## config.mk

```make
export PLATFORM = sky130hd
export DESIGN_NAME = next_alarm_selector
export DESIGN_NICKNAME = d
export VERILOG_FILES = /design/src/nas_pkg.sv /design/src/next_alarm_selector.sv /design/src/nas_dist.sv /design/src/nas_search.sv
export SDC_FILE = /design/constraint.sdc
export NUM_CORES = 1
export LEC_CHECK = 0
export BUFFER_PORTS_ARGS = -buffer_cell sky130_fd_sc_hd__buf_4
export CORE_UTILIZATION = 45
export DETAILED_ROUTE_END_ITERATION = 7
export PLACE_DENSITY = 0.64
export SYNTH_ARGS = -nofsm -noshare
export SYNTH_HDL_FRONTEND = slang
export SYNTH_SLANG_ARGS = --single-unit
```

## constraint.sdc

```tcl
create_clock -name clk -period 11.8 [get_ports clk]
set_clock_uncertainty 0.2 [all_clocks]
set_input_delay 2.36 -clock clk [delete_from_list [all_inputs] [get_ports clk]]
set_output_delay 2.36 -clock clk [all_outputs]
set_load 0.03 [all_outputs]
```

## src/nas_pkg.sv

```systemverilog
// Shared types, constants and helper function for the next alarm selector.
// No dependencies; every other file of the block imports this package.
`default_nettype none

package nas_pkg;

    // alarm bank size and special indexes
    localparam int NUM_ALARMS = 8;
    localparam int IDX_W      = 3;
    localparam int RES_W      = 4;
    localparam int CFG_IDX_W  = 4;
    localparam int CFG_DATA_W = 12;

    localparam logic [IDX_W-1:0] DAILY_IDX = 3'd7;
    localparam logic [RES_W-1:0] NONE_IDX  = 4'd8;

    // minute-of-day and distance widths
    localparam int MOD_W  = 11;
    localparam int DIST_W = 14;
    localparam int CALC_W = 16;

    localparam logic [MOD_W-1:0]  MIN_PER_HOUR = 11'd60;
    localparam logic [DIST_W-1:0] DAY_MIN      = 14'd1440;
    localparam logic [DIST_W-1:0] WEEK_MIN     = 14'd10080;

    // one alarm register: active flag, hour, minute
    typedef struct packed {
        logic       active;
        logic [4:0] hour;
        logic [5:0] minute;
    } alarm_t;

    // input beat
    typedef struct packed {
        logic [2:0] current_day;
        logic [4:0] current_hour;
        logic [5:0] current_minute;
    } in_t;

    // result beat
    typedef struct packed {
        logic [RES_W-1:0] first_alarm;
        logic [RES_W-1:0] second_alarm;
    } out_t;

    // per-alarm distance with eligibility for each search
    typedef struct packed {
        logic              first_ok;
        logic              second_ok;
        logic [DIST_W-1:0] span;
    } dist_t;

    // search tree node
    typedef struct packed {
        logic              ok;
        logic [IDX_W-1:0]  idx;
        logic [DIST_W-1:0] span;
    } cand_t;

    // lo holds the lower indexes, so it keeps ties
    function automatic cand_t pick(cand_t lo, cand_t hi);
        cand_t res;
        res = lo;
        if (hi.ok && (!lo.ok || (hi.span < lo.span)))
        begin
            res = hi;
        end
        return res;
    endfunction

endpackage

`default_nettype wire

```

## src/next_alarm_selector.sv

```systemverilog
// Next alarm selector: nearest and second-nearest of eight alarms.
// Three-stage pipeline from input beat to result beat (input register, distance
// register, result register) with per-stage valid flags and back-pressure;
// throughput one beat per cycle while the result side does not stall.
// Reset clears all alarm registers (inactive) and all pipeline valid flags.
// Depends on nas_pkg, nas_dist and nas_search.
`default_nettype none

module next_alarm_selector
    import nas_pkg::*;
(
    input  wire                    clk,
    input  wire                    rst_n,
    // input channel
    input  wire                    in_valid,
    output logic                   in_stall,
    input  wire in_t               in_data,
    // result channel
    output logic                   out_valid,
    input  wire                    out_stall,
    output out_t                   out_data,
    // configuration channel
    input  wire                    cfg_valid,
    output logic                   cfg_ready,
    input  wire [CFG_IDX_W-1:0]    cfg_index,
    input  wire [CFG_DATA_W-1:0]   cfg_data
);

    alarm_t alarm_reg [NUM_ALARMS];

    logic s1_valid_reg, s1_valid_next;
    in_t  s1_item_reg;
    logic s2_valid_reg, s2_valid_next;
    logic out_valid_reg, out_valid_next;
    out_t out_item_reg, out_item_next;

    logic [NUM_ALARMS-1:0]             ok1_reg, ok1_next;
    logic [NUM_ALARMS-1:0]             ok2_reg, ok2_next;
    logic [NUM_ALARMS-1:0][DIST_W-1:0] dist_reg, dist_next;

    logic s1_ready, s2_ready, out_ready;
    logic [MOD_W-1:0] now_min;
    dist_t            dist_res [NUM_ALARMS];

    logic [NUM_ALARMS-1:0] ok2_masked;
    logic [RES_W-1:0]      first_best;
    logic [RES_W-1:0]      second_best;

    // configuration writes, indexes past the bank are dropped
    assign cfg_ready = 1'b1;

    always_ff @(posedge clk or negedge rst_n)
    begin
        if (!rst_n)
        begin
            for (int i = 0; i < NUM_ALARMS; i++)
            begin
                alarm_reg[i] <= '0;
            end
        end
        else if (cfg_valid && cfg_ready && (cfg_index < CFG_IDX_W'(NUM_ALARMS)))
        begin
            alarm_reg[cfg_index[IDX_W-1:0]] <= cfg_data;
        end
    end

    // stage flow control
    assign out_ready = !out_valid_reg || !out_stall;
    assign s2_ready  = !s2_valid_reg || out_ready;
    assign s1_ready  = !s1_valid_reg || s2_ready;
    assign in_stall  = !s1_ready;

    assign s1_valid_next  = s1_ready ? in_valid : s1_valid_reg;
    assign s2_valid_next  = s2_ready ? s1_valid_reg : s2_valid_reg;
    assign out_valid_next = out_ready ? s2_valid_reg : out_valid_reg;

    always_ff @(posedge clk or negedge rst_n)
    begin
        if (!rst_n)
        begin
            s1_valid_reg  <= 1'b0;
            s2_valid_reg  <= 1'b0;
            out_valid_reg <= 1'b0;
        end
        else
        begin
            s1_valid_reg  <= s1_valid_next;
            s2_valid_reg  <= s2_valid_next;
            out_valid_reg <= out_valid_next;
        end
    end

    // input register
    always_ff @(posedge clk)
    begin
        if (s1_ready && in_valid)
        begin
            s1_item_reg <= in_data;
        end
    end

    // per-alarm distances
    assign now_min = 11'(s1_item_reg.current_hour) * MIN_PER_HOUR
                   + 11'(s1_item_reg.current_minute);

    for (genvar g = 0; g < NUM_ALARMS; g++)
    begin : g_dist
        nas_dist u_dist (
            .alarm     (alarm_reg[g]),
            .alarm_idx (IDX_W'(g)),
            .day       (s1_item_reg.current_day),
            .now_min   (now_min),
            .result    (dist_res[g])
        );
    end

    always_comb
    begin
        for (int i = 0; i < NUM_ALARMS; i++)
        begin
            ok1_next[i]  = dist_res[i].first_ok;
            ok2_next[i]  = dist_res[i].second_ok;
            dist_next[i] = dist_res[i].span;
        end
    end

    // distance register
    always_ff @(posedge clk)
    begin
        if (s2_ready && s1_valid_reg)
        begin
            ok1_reg  <= ok1_next;
            ok2_reg  <= ok2_next;
            dist_reg <= dist_next;
        end
    end

    // first search, then second search without the first winner
    nas_search u_first (
        .ok   (ok1_reg),
        .span (dist_reg),
        .best (first_best)
    );

    always_comb
    begin
        if (first_best == NONE_IDX)
        begin
            ok2_masked = '0;
        end
        else
        begin
            ok2_masked = ok2_reg & ~(NUM_ALARMS'(1) << first_best[IDX_W-1:0]);
        end
    end

    nas_search u_second (
        .ok   (ok2_masked),
        .span (dist_reg),
        .best (second_best)
    );

    assign out_item_next.first_alarm  = first_best;
    assign out_item_next.second_alarm = second_best;

    // result register
    always_ff @(posedge clk)
    begin
        if (out_ready && s2_valid_reg)
        begin
            out_item_reg <= out_item_next;
        end
    end

    assign out_valid = out_valid_reg;
    assign out_data  = out_item_reg;

endmodule

`default_nettype wire

```

## src/nas_dist.sv

```systemverilog
// Minutes until one alarm fires, seen from the current day and minute of day.
// Depends on nas_pkg for alarm_t, dist_t and the time constants.
`default_nettype none

module nas_dist
    import nas_pkg::*;
(
    input  wire alarm_t           alarm,
    input  wire [IDX_W-1:0]       alarm_idx,
    input  wire [2:0]             day,
    input  wire [MOD_W-1:0]       now_min,
    output dist_t                 result
);

    logic [MOD_W-1:0]         alarm_min;
    logic                     passed;
    logic                     is_daily;
    logic                     same_day;
    logic [3:0]               days_wide;
    logic [IDX_W-1:0]         days;
    logic [DIST_W-1:0]        offset;
    logic signed [CALC_W-1:0] total;

    // alarm minute of day and whether it is already behind us today
    assign alarm_min = 11'(alarm.hour) * MIN_PER_HOUR + 11'(alarm.minute);
    assign passed    = alarm_min < now_min;
    assign is_daily  = alarm_idx == DAILY_IDX;
    assign same_day  = !is_daily && (alarm_idx == day);

    // days ahead for a weekday alarm on another day
    always_comb
    begin
        if (alarm_idx < day)
        begin
            days_wide = 4'd7 - {1'b0, day} + {1'b0, alarm_idx};
        end
        else
        begin
            days_wide = {1'b0, alarm_idx} - {1'b0, day};
        end
        days = days_wide[IDX_W-1:0];
    end

    // offset added to the raw difference
    always_comb
    begin
        if (is_daily)
        begin
            offset = passed ? DAY_MIN : '0;
        end
        else if (same_day)
        begin
            offset = passed ? WEEK_MIN : '0;
        end
        else
        begin
            offset = 14'(days) * DAY_MIN;
        end
    end

    // signed total, negative means the alarm takes no part
    assign total = $signed({5'b0, alarm_min}) - $signed({5'b0, now_min})
                 + $signed({2'b0, offset});

    assign result.span      = total[DIST_W-1:0];
    assign result.second_ok = alarm.active && !total[CALC_W-1];
    assign result.first_ok  = alarm.active && !total[CALC_W-1] && !(same_day && passed);

endmodule

`default_nettype wire

```

## src/nas_search.sv

```systemverilog
// Registered-free tournament tree that finds the nearest eligible alarm.
// Depends on nas_pkg for cand_t and the pick function; lower index wins ties.
`default_nettype none

module nas_search
    import nas_pkg::*;
(
    input  wire [NUM_ALARMS-1:0]             ok,
    input  wire [NUM_ALARMS-1:0][DIST_W-1:0] span,
    output logic [RES_W-1:0]                 best
);

    cand_t leaf [NUM_ALARMS];
    cand_t lvl1 [NUM_ALARMS/2];
    cand_t lvl2 [NUM_ALARMS/4];
    cand_t root;

    // leaves
    always_comb
    begin
        for (int i = 0; i < NUM_ALARMS; i++)
        begin
            leaf[i].ok   = ok[i];
            leaf[i].idx  = IDX_W'(i);
            leaf[i].span = span[i];
        end
    end

    // three levels of pairwise picks
    always_comb
    begin
        for (int i = 0; i < NUM_ALARMS/2; i++)
        begin
            lvl1[i] = pick(leaf[2*i], leaf[2*i+1]);
        end
        for (int i = 0; i < NUM_ALARMS/4; i++)
        begin
            lvl2[i] = pick(lvl1[2*i], lvl1[2*i+1]);
        end
        root = pick(lvl2[0], lvl2[1]);
    end

    assign best = root.ok ? {1'b0, root.idx} : NONE_IDX;

endmodule

`default_nettype wire

```

==> reports/results.txt, run 1 <==
Cell taking the most area after synthesis: ha_1
Worst min path class: register to register
Num ports: 46
Final setup violation count: 0
DRC violations left: 0
Number of nets in the layout: 3580
TritonCTS clock tree: yes
Cell Area, Synth: 0.0273 mm2
TritonCTS Sinks: 248
Clk Tree Root Cell: clkbuf_16
Synth-to-Final Area Change: 11.7%
Post-synth top area share: 0.224
Period minus WS final: 11230 ps
Number of port buffers: 44
Max frequency: 89.1 MHz
CP max stage cell: edfxtp_1
Post-synth EDFFs: 149
Post-synthesis sequential area ratio: 0.255
Hold Fails Final Rpt: 0
Synth top area cells: ha_1, edfxtp_1, dfrtp_1, fa_1, inv_1
Fraction of the cycle the final worst path needs: 0.951
Detailed Place HPWL: 61300 um
Clock Pin Slew Worst Setup and Hold Paths: 60 ps
Share of layout cells above drive strength 1: 0.124
Initial drt markers: 1362
Initial antenna violation count: 0
CP delay by family, top: compound AO/OA/AOI/OAI gates
CP dominant cell by count: a21o_1
Crit-path max FO: 11
Area after DPL: 0.0288 mm2
Vias in the first global route: 20.4k
Met1 Resource Use GR: 0.335
Initial Utilization: 0.458
Clock Path Buffers: 3
Clock Latency Late Sink: 550 ps
Num CTS Buffers: 34
Warnings, synthesis: 0
WL/cell: 19.7 um
Die area: 0.0616 mm2
Die H: 248 um
Worst path required time: 11890 ps
Diode count: 0
Cells after Synth: 2835
Rel. slew slack: 0.205
Post-synth top flop: edfxtp_1
Critical Path AT: 11320 ps
Reg2reg setup slack: 570 ps
Largest net degree at the start of global routing: 72
Max_cap viols: 0
Total number of vias: 20.7k
Buf/Inv on CP: 3
# H-tree levels: 2
Fin. max-slew vios: 0
Antenna Nets Post-Route: 0
Routed WL: 74000 um
M2 GR Usage: 0.394
Die W: 248 um
CP max stage delay: 480 ps
Mapped Nets: 3450
Actual slew at the worst max-slew pin: 1190 ps
Most Crowded Layer GR: met2
Reg2Reg Capture Point: out_data[1]
Async SR Flop Fraction: 0.399
Worst r2r path cells: 58
Worst setup path end: out_data[1]
All-Layer GR Usage: 0.240
Status: completed
Finished Cell Area: 0.0305 mm2
Setup TNS: 0 ps
Crit end category: register
GRT met3 Usage: 0.0194
Router iterations before antenna repair: 5
Distinct cells, synth: 84
Seq cells post-synth: 248
Core Footprint: 0.0595 mm2
Mapped Avg Cell Area: 9.62 um2
RR Startpoint: dist_reg[59]
First-pass GRT wire length: 113000 um
Number of core rows: 89
Max reg flops: 112
Critical Path Source: dist_reg[59]
End-of-flow core utilization: 0.512
Overflow after GRT: 0
Total stage count of the critical path: 58
Via-per-instance ratio: 5.51
Routability cong.: 0.976
Setup crit start kind: register
WS Path Type: register to register
==> cells in the mapped netlist, drive strengths merged (7+ instances only) <==
cell type,count
inv,354
dfrtp,99
and2,29
a211oi,14
or2,7
nor2b,56
mux2i,61
nand4,26
nand2,142
xor2,114
and3,17
fa,91
ha,489
o21bai,34
a21o,146
a31oi,11
xnor2,130
clkbuf,26
nor3,11
edfxtp,149
mux2,107
and4,7
a21boi,11
a21oi,207
buf,13
nand2b,63
nand3,29
o21ai,202
nor2,103
==> cell families (layout without fill, tap and decap cells) <==
family	after synthesis	after routing	share of synthesized area
AOI/OAI and AO/OA	686	688	0.157
adders and majority gates	580	580	0.291
and+or+nand+nor	514	515	0.0963
buffers and inverters	394	547	0.0553
DFF	248	248	0.255
xor gates and xnor gates	244	244	0.0784
muxes	168	168	0.0667
other	1	1	0.000138
==> cells in the final DEF (no fill, tap or decap), types with 6 or more instances in the layout <==
cell type,netlist,final
nor2_2,0,6
mux2i_2,0,9
clkbuf_16,0,34
xor2_1,114,114
fa_1,91,91
a21boi_0,8,7
clkbuf_1,26,11
nand2b_1,63,63
inv_1,353,352
buf_4,4,122
o21ai_0,185,171
edfxtp_1,149,149
a31oi_1,10,10
o21a_1,6,6
nand4_1,25,25
ha_1,489,489
a21o_1,146,146
xnor2_1,130,130
o21ai_1,14,24
a21oi_1,207,197
mux2_2,105,104
a21oi_2,0,8
mux2i_1,61,47
nand3_1,28,28
nor2b_1,56,55
and3_1,17,15
nor3_1,10,9
o21bai_1,33,32
nand2_1,142,140
and2_1,28,27
or2_2,7,7
o21ai_2,3,6
a211oi_1,13,9
o211ai_1,6,6
clkinv_1,1,6
nor2_1,103,97
and4_1,7,6
dfrtp_1,99,99
==> final cells by class <==
cell class | count | area, um2
well taps | 773 | 967
flip-flops and latches | 248 | 6950
repair buffers | 130 | 1030
clock buffers | 48 | 933
fillers | 5447 | 29000
multi-input cells | 2196 | 19100
clock inverters | 14 | 96.3
inverters | 355 | 1330
==> what timing repair did <==
action	in CTS	in global routing
endpoints found under the hold margin	0	0
resized for setup	8	85
pin swaps	1	27
hold buffers	0	0
buffers inserted	0	39
endpoints found under the setup margin	3	3
gates cloned	0	3
==> worst register-to-register path: cells and delay by family, from the launching register on <==
family          cells  cell delay, ps
buf+inv             3             410
compound gates     35            6000
simple gates       12            1510
fa+ha+maj           5            1540
mux                 3             830
flops               1             480
==> stage by stage <==
step	setup slack [ps]	std cells	hold WS [ps]
2_1_floorplan	440	2835	249
3_3_place_gp	-269	3660	269
3_5_place_dp	-399	3660	288
4_1_cts	23.9	3722	309
5_1_grt	-95.6	3764	330
6_report	573	3764	307
==> how the worst min path moves through the flow <==
stage	start	to	slack, ps	cells past startpoint
after floorplan	s1_valid_reg	s2_valid_reg	250	1
after global placement	s1_valid_reg	s2_valid_reg	270	1
after detailed placement	s1_valid_reg	s2_valid_reg	290	1
after CTS	s1_valid_reg	s2_valid_reg	310	1
after global routing	alarm_reg[16]	alarm_reg[16]	330	1
final	s2_valid_reg	out_valid	310	1
==> layer usage <==
layer,wire length (um),vias to the layer above,share of wire
li1,-,10212,-
met1,35000,9966,0.47
met2,33900,461,0.46
met3,2860,101,0.039
met4,2140,0,0.029
met5,0,-,0
Power of run 1 is left out: the tool's default activity adds up to more than one toggle a clock period on the data nets, which glitch-free logic cannot reach.
==> inputs of run 2 (changes only) <==
--- a/config.mk
+++ b/config.mk
@@ -5,10 +5,12 @@
 export SDC_FILE = /design/constraint.sdc
 export NUM_CORES = 1
 export LEC_CHECK = 0
+export ABC_AREA = 1
 export BUFFER_PORTS_ARGS = -buffer_cell sky130_fd_sc_hd__buf_4
 export CORE_UTILIZATION = 45
 export DETAILED_ROUTE_END_ITERATION = 7
 export PLACE_DENSITY = 0.64
+export SLEW_MARGIN = 20
 export SYNTH_ARGS = -nofsm -noshare
 export SYNTH_HDL_FRONTEND = slang
 export SYNTH_SLANG_ARGS = --single-unit
==> run 2 against run 1 <==
  * Die area increased by 0.52%
  * Synthesized cell count increased by 21%
  * Highest routed layer unchanged
  * Final cell count increased by 13%
==> reports/results.txt, run 2 <==
# H-tree levels: 1 (was 2)
Critical Path AT: 10770 ps (was 11320 ps)
Post-synthesis xor/xnor area fraction: 0.0770 (was 0.0784)
Placed Cells incl. Taps: 4215 (was 3660)
Async SR Flop Fraction: 0.399 (unchanged)
Resized Gates After CTS: 0 (was 8)
Setup TNS: 0 ps (unchanged)
Routed WL: 67700 um (was 74000 um)
# fillers: 5866 (was 5447)
Clock Path Buffers: 3 (unchanged)
Post-synthesis sequential area ratio: 0.254 (was 0.255)
Post-cts hold buffer count: 0 (unchanged)
TritonCTS Sinks: 248 (unchanged)
Post-synth EDFFs: 149 (unchanged)
Fin. max-slew vios: 0 (unchanged)
Finished Layout Cells: 4271 (was 3764)
Num ports: 46 (unchanged)
Crit end category: register (unchanged)
Distinct cells, synth: 42 (was 84)
CP max stage delay: 720 ps (was 480 ps)
Max frequency: 94.0 MHz (was 89.1 MHz)
Initial drt markers: 1232 (was 1362)
Via-per-instance ratio: 5.03 (was 5.51)
Hold Fails Final Rpt: 0 (unchanged)
Simple-Gate Fraction of Synth Area: 0.159 (was 0.0963)
Router iterations before antenna repair: 7 (was 5)
Final setup violation count: 0 (unchanged)
Cell taking the most area after synthesis: ha_1 (unchanged)
Clock Latency Late Sink: 600 ps (was 550 ps)
Warnings, synthesis: 0 (unchanged)
Period minus WS final: 10640 ps (was 11230 ps)
TritonCTS clock tree: yes (unchanged)
Post-synth top flop: edfxtp_1 (unchanged)
DRC violations left: 0 (unchanged)
Top cells by count, synth: inv_1, nand2_1, ha_1, o21ai_0, a21oi_1 (was ha_1, inv_1, a21oi_1, o21ai_0, edfxtp_1)
Synth Area in Compound Gates: 0.129 (was 0.157)
Number of core rows: 90 (was 89)
Clk Tree Root Cell: clkbuf_16 (unchanged)
Max reg flops: 112 (unchanged)
CP dominant cell by count: nand2_1 (was a21o_1)
Largest net degree at the start of global routing: 76 (was 72)
Adder-cell share of the synthesized area: 0.290 (was 0.291)
Buf/Inv on CP: 2 (was 3)
RSZ-0062 raised after global routing: no
Post-synth top area share: 0.223 (was 0.224)
Diode count: 0 (unchanged)
Number of port buffers: 44 (unchanged)
First-pass GRT wire length: 107000 um (was 113000 um)
Mapped Avg Cell Area: 8.01 um2 (was 9.62 um2)
Worst min path class: register to register (unchanged)
CP max stage cell: o21ai_0 (was edfxtp_1)
Routability cong.: 0.948 (was 0.976)
Status: completed (unchanged)
Seq cells post-synth: 248 (unchanged)
Mapped Nets: 4035 (was 3450)
Most common cell after layout, fill and taps aside: inv_1 (was ha_1)
Actual slew at the worst max-slew pin: 969 ps (was 1190 ps)
Main combinational cell family by area after synthesis: adder cells (unchanged)
Detailed Place HPWL: 56700 um (was 61300 um)
Initial antenna violation count: 0 (unchanged)
Initial Utilization: 0.455 (was 0.458)
Total setup buffers inserted after CTS: 0 (unchanged)
Num CTS Buffers: 31 (was 34)
Worst path required time: 11930 ps (was 11890 ps)
Cells after Synth: 3420 (was 2835)
Synth-to-Final Area Change: 8.25% (was 11.7%)
Setup crit start kind: register (unchanged)
Max_cap viols: 0 (unchanged)
Die H: 249 um (was 248 um)
Total number of vias: 21.5k (was 20.7k)
Crit-path max FO: 30 (was 11)
CP delay by family, top: compound AO/OA/AOI/OAI gates (unchanged)
Number of nets in the layout: 4081 (was 3580)
Mux share of post-synthesis cell area: 0 (was 0.0667)
Fin Hold WS: 261 ps (was 307 ps)
Most frequent cell after synthesis: inv_1 (was ha_1)
All-Layer GR Usage: 0.218 (was 0.240)
Vias in the first global route: 20.1k (was 20.4k)
Share of layout cells above drive strength 1: 0.0464 (was 0.124)
Storage element area: 0.00695 mm2 (unchanged)
Most frequent cells in the layout: inv_1, nand2_1, ha_1, o21ai_0, a21oi_1 (was ha_1, inv_1, a21oi_1, o21ai_0, edfxtp_1)
Core Footprint: 0.0602 mm2 (was 0.0595 mm2)
Synth top area cells: ha_1, edfxtp_1, dfrtp_1, inv_1, nand2_1 (was ha_1, edfxtp_1, dfrtp_1, fa_1, inv_1)
Fraction of the cycle the final worst path needs: 0.901 (was 0.951)
Clock Pin Slew Worst Setup and Hold Paths: 60 ps (about the same)
Antenna Nets Post-Route: 0 (unchanged)
Cell Area, Synth: 0.0274 mm2 (was 0.0273 mm2)
End-of-flow core utilization: 0.492 (was 0.512)
Overflow after GRT: 0 (unchanged)
WL/cell: 15.9 um (was 19.7 um)
Die W: 249 um (was 248 um)
Rel. slew slack: 0.347 (was 0.205)
Multi-input gate area: 0.0179 mm2 (was 0.0191 mm2)
WS Path Type: register to register (unchanged)
Die area: 0.0619 mm2 (was 0.0616 mm2)
run 2: layout make-up:
type | count | share of cell area
multi-input combinational | 2507 | 0.605
sequential | 248 | 0.234
inverter | 621 | 0.0787
tap | 782 | 0.0330
clock buffer | 35 | 0.0284
timing repair buffer | 57 | 0.0144
clock inverter | 21 | 0.00616
run 2: stage by stage:
step | worst slack (ps) | instance area, um2
final | 1160 | 29700
after global routing | 18.6 | 29700
after CTS | 1230 | 29700
after detailed placement | 1260 | 28600
after global placement | 1340 | 28600
after floorplan | 3570 | 27400
run 2: cell families (layout without fill, tap and decap cells):
family	Yosys count	in the layout
AO/OA/AOI/OAI	657	657
adder cells (fa/ha/maj)	580	580
XOR/XNOR	241	241
AND/OR/NAND/NOR	1028	1028
flip-flops	248	248
other	1	1
buffers and inverters	665	734
run 2: tightest hold or removal path, cell delays in order, from the launching register on:
cell and delay, ps:
dfrtp_1 320, inv_1 50, nand2_1 60
run 2: final timing paths:
path / cells after the start / from / end / slack, ps
min: 2 / s2_valid_reg / out_valid / 260
min in group asynchronous: 1 / rst_n / alarm_reg[80] / 1510
max reg2reg: 49 / dist_reg[19] / out_data[1] / 1160
min reg2reg: 2 / s2_valid_reg / out_valid / 260
max in group asynchronous: 2 / rst_n / out_valid / 8590
max: 49 / dist_reg[19] / out_data[1] / 1160
run 2: routing by layer:
| metal | track usage | wire, um | vias up |
|---|---|---|---|
| met5 | 0 | 0 | - |
| met4 | 0.0774 | 2400 | 0 |
| met3 | 0.0167 | 2860 | 116 |
| met2 | 0.348 | 29400 | 418 |
| met1 | 0.311 | 33000 | 9684 |
| li1 | - | - | 11265 |
Power of run 2 is left out for the same reason.
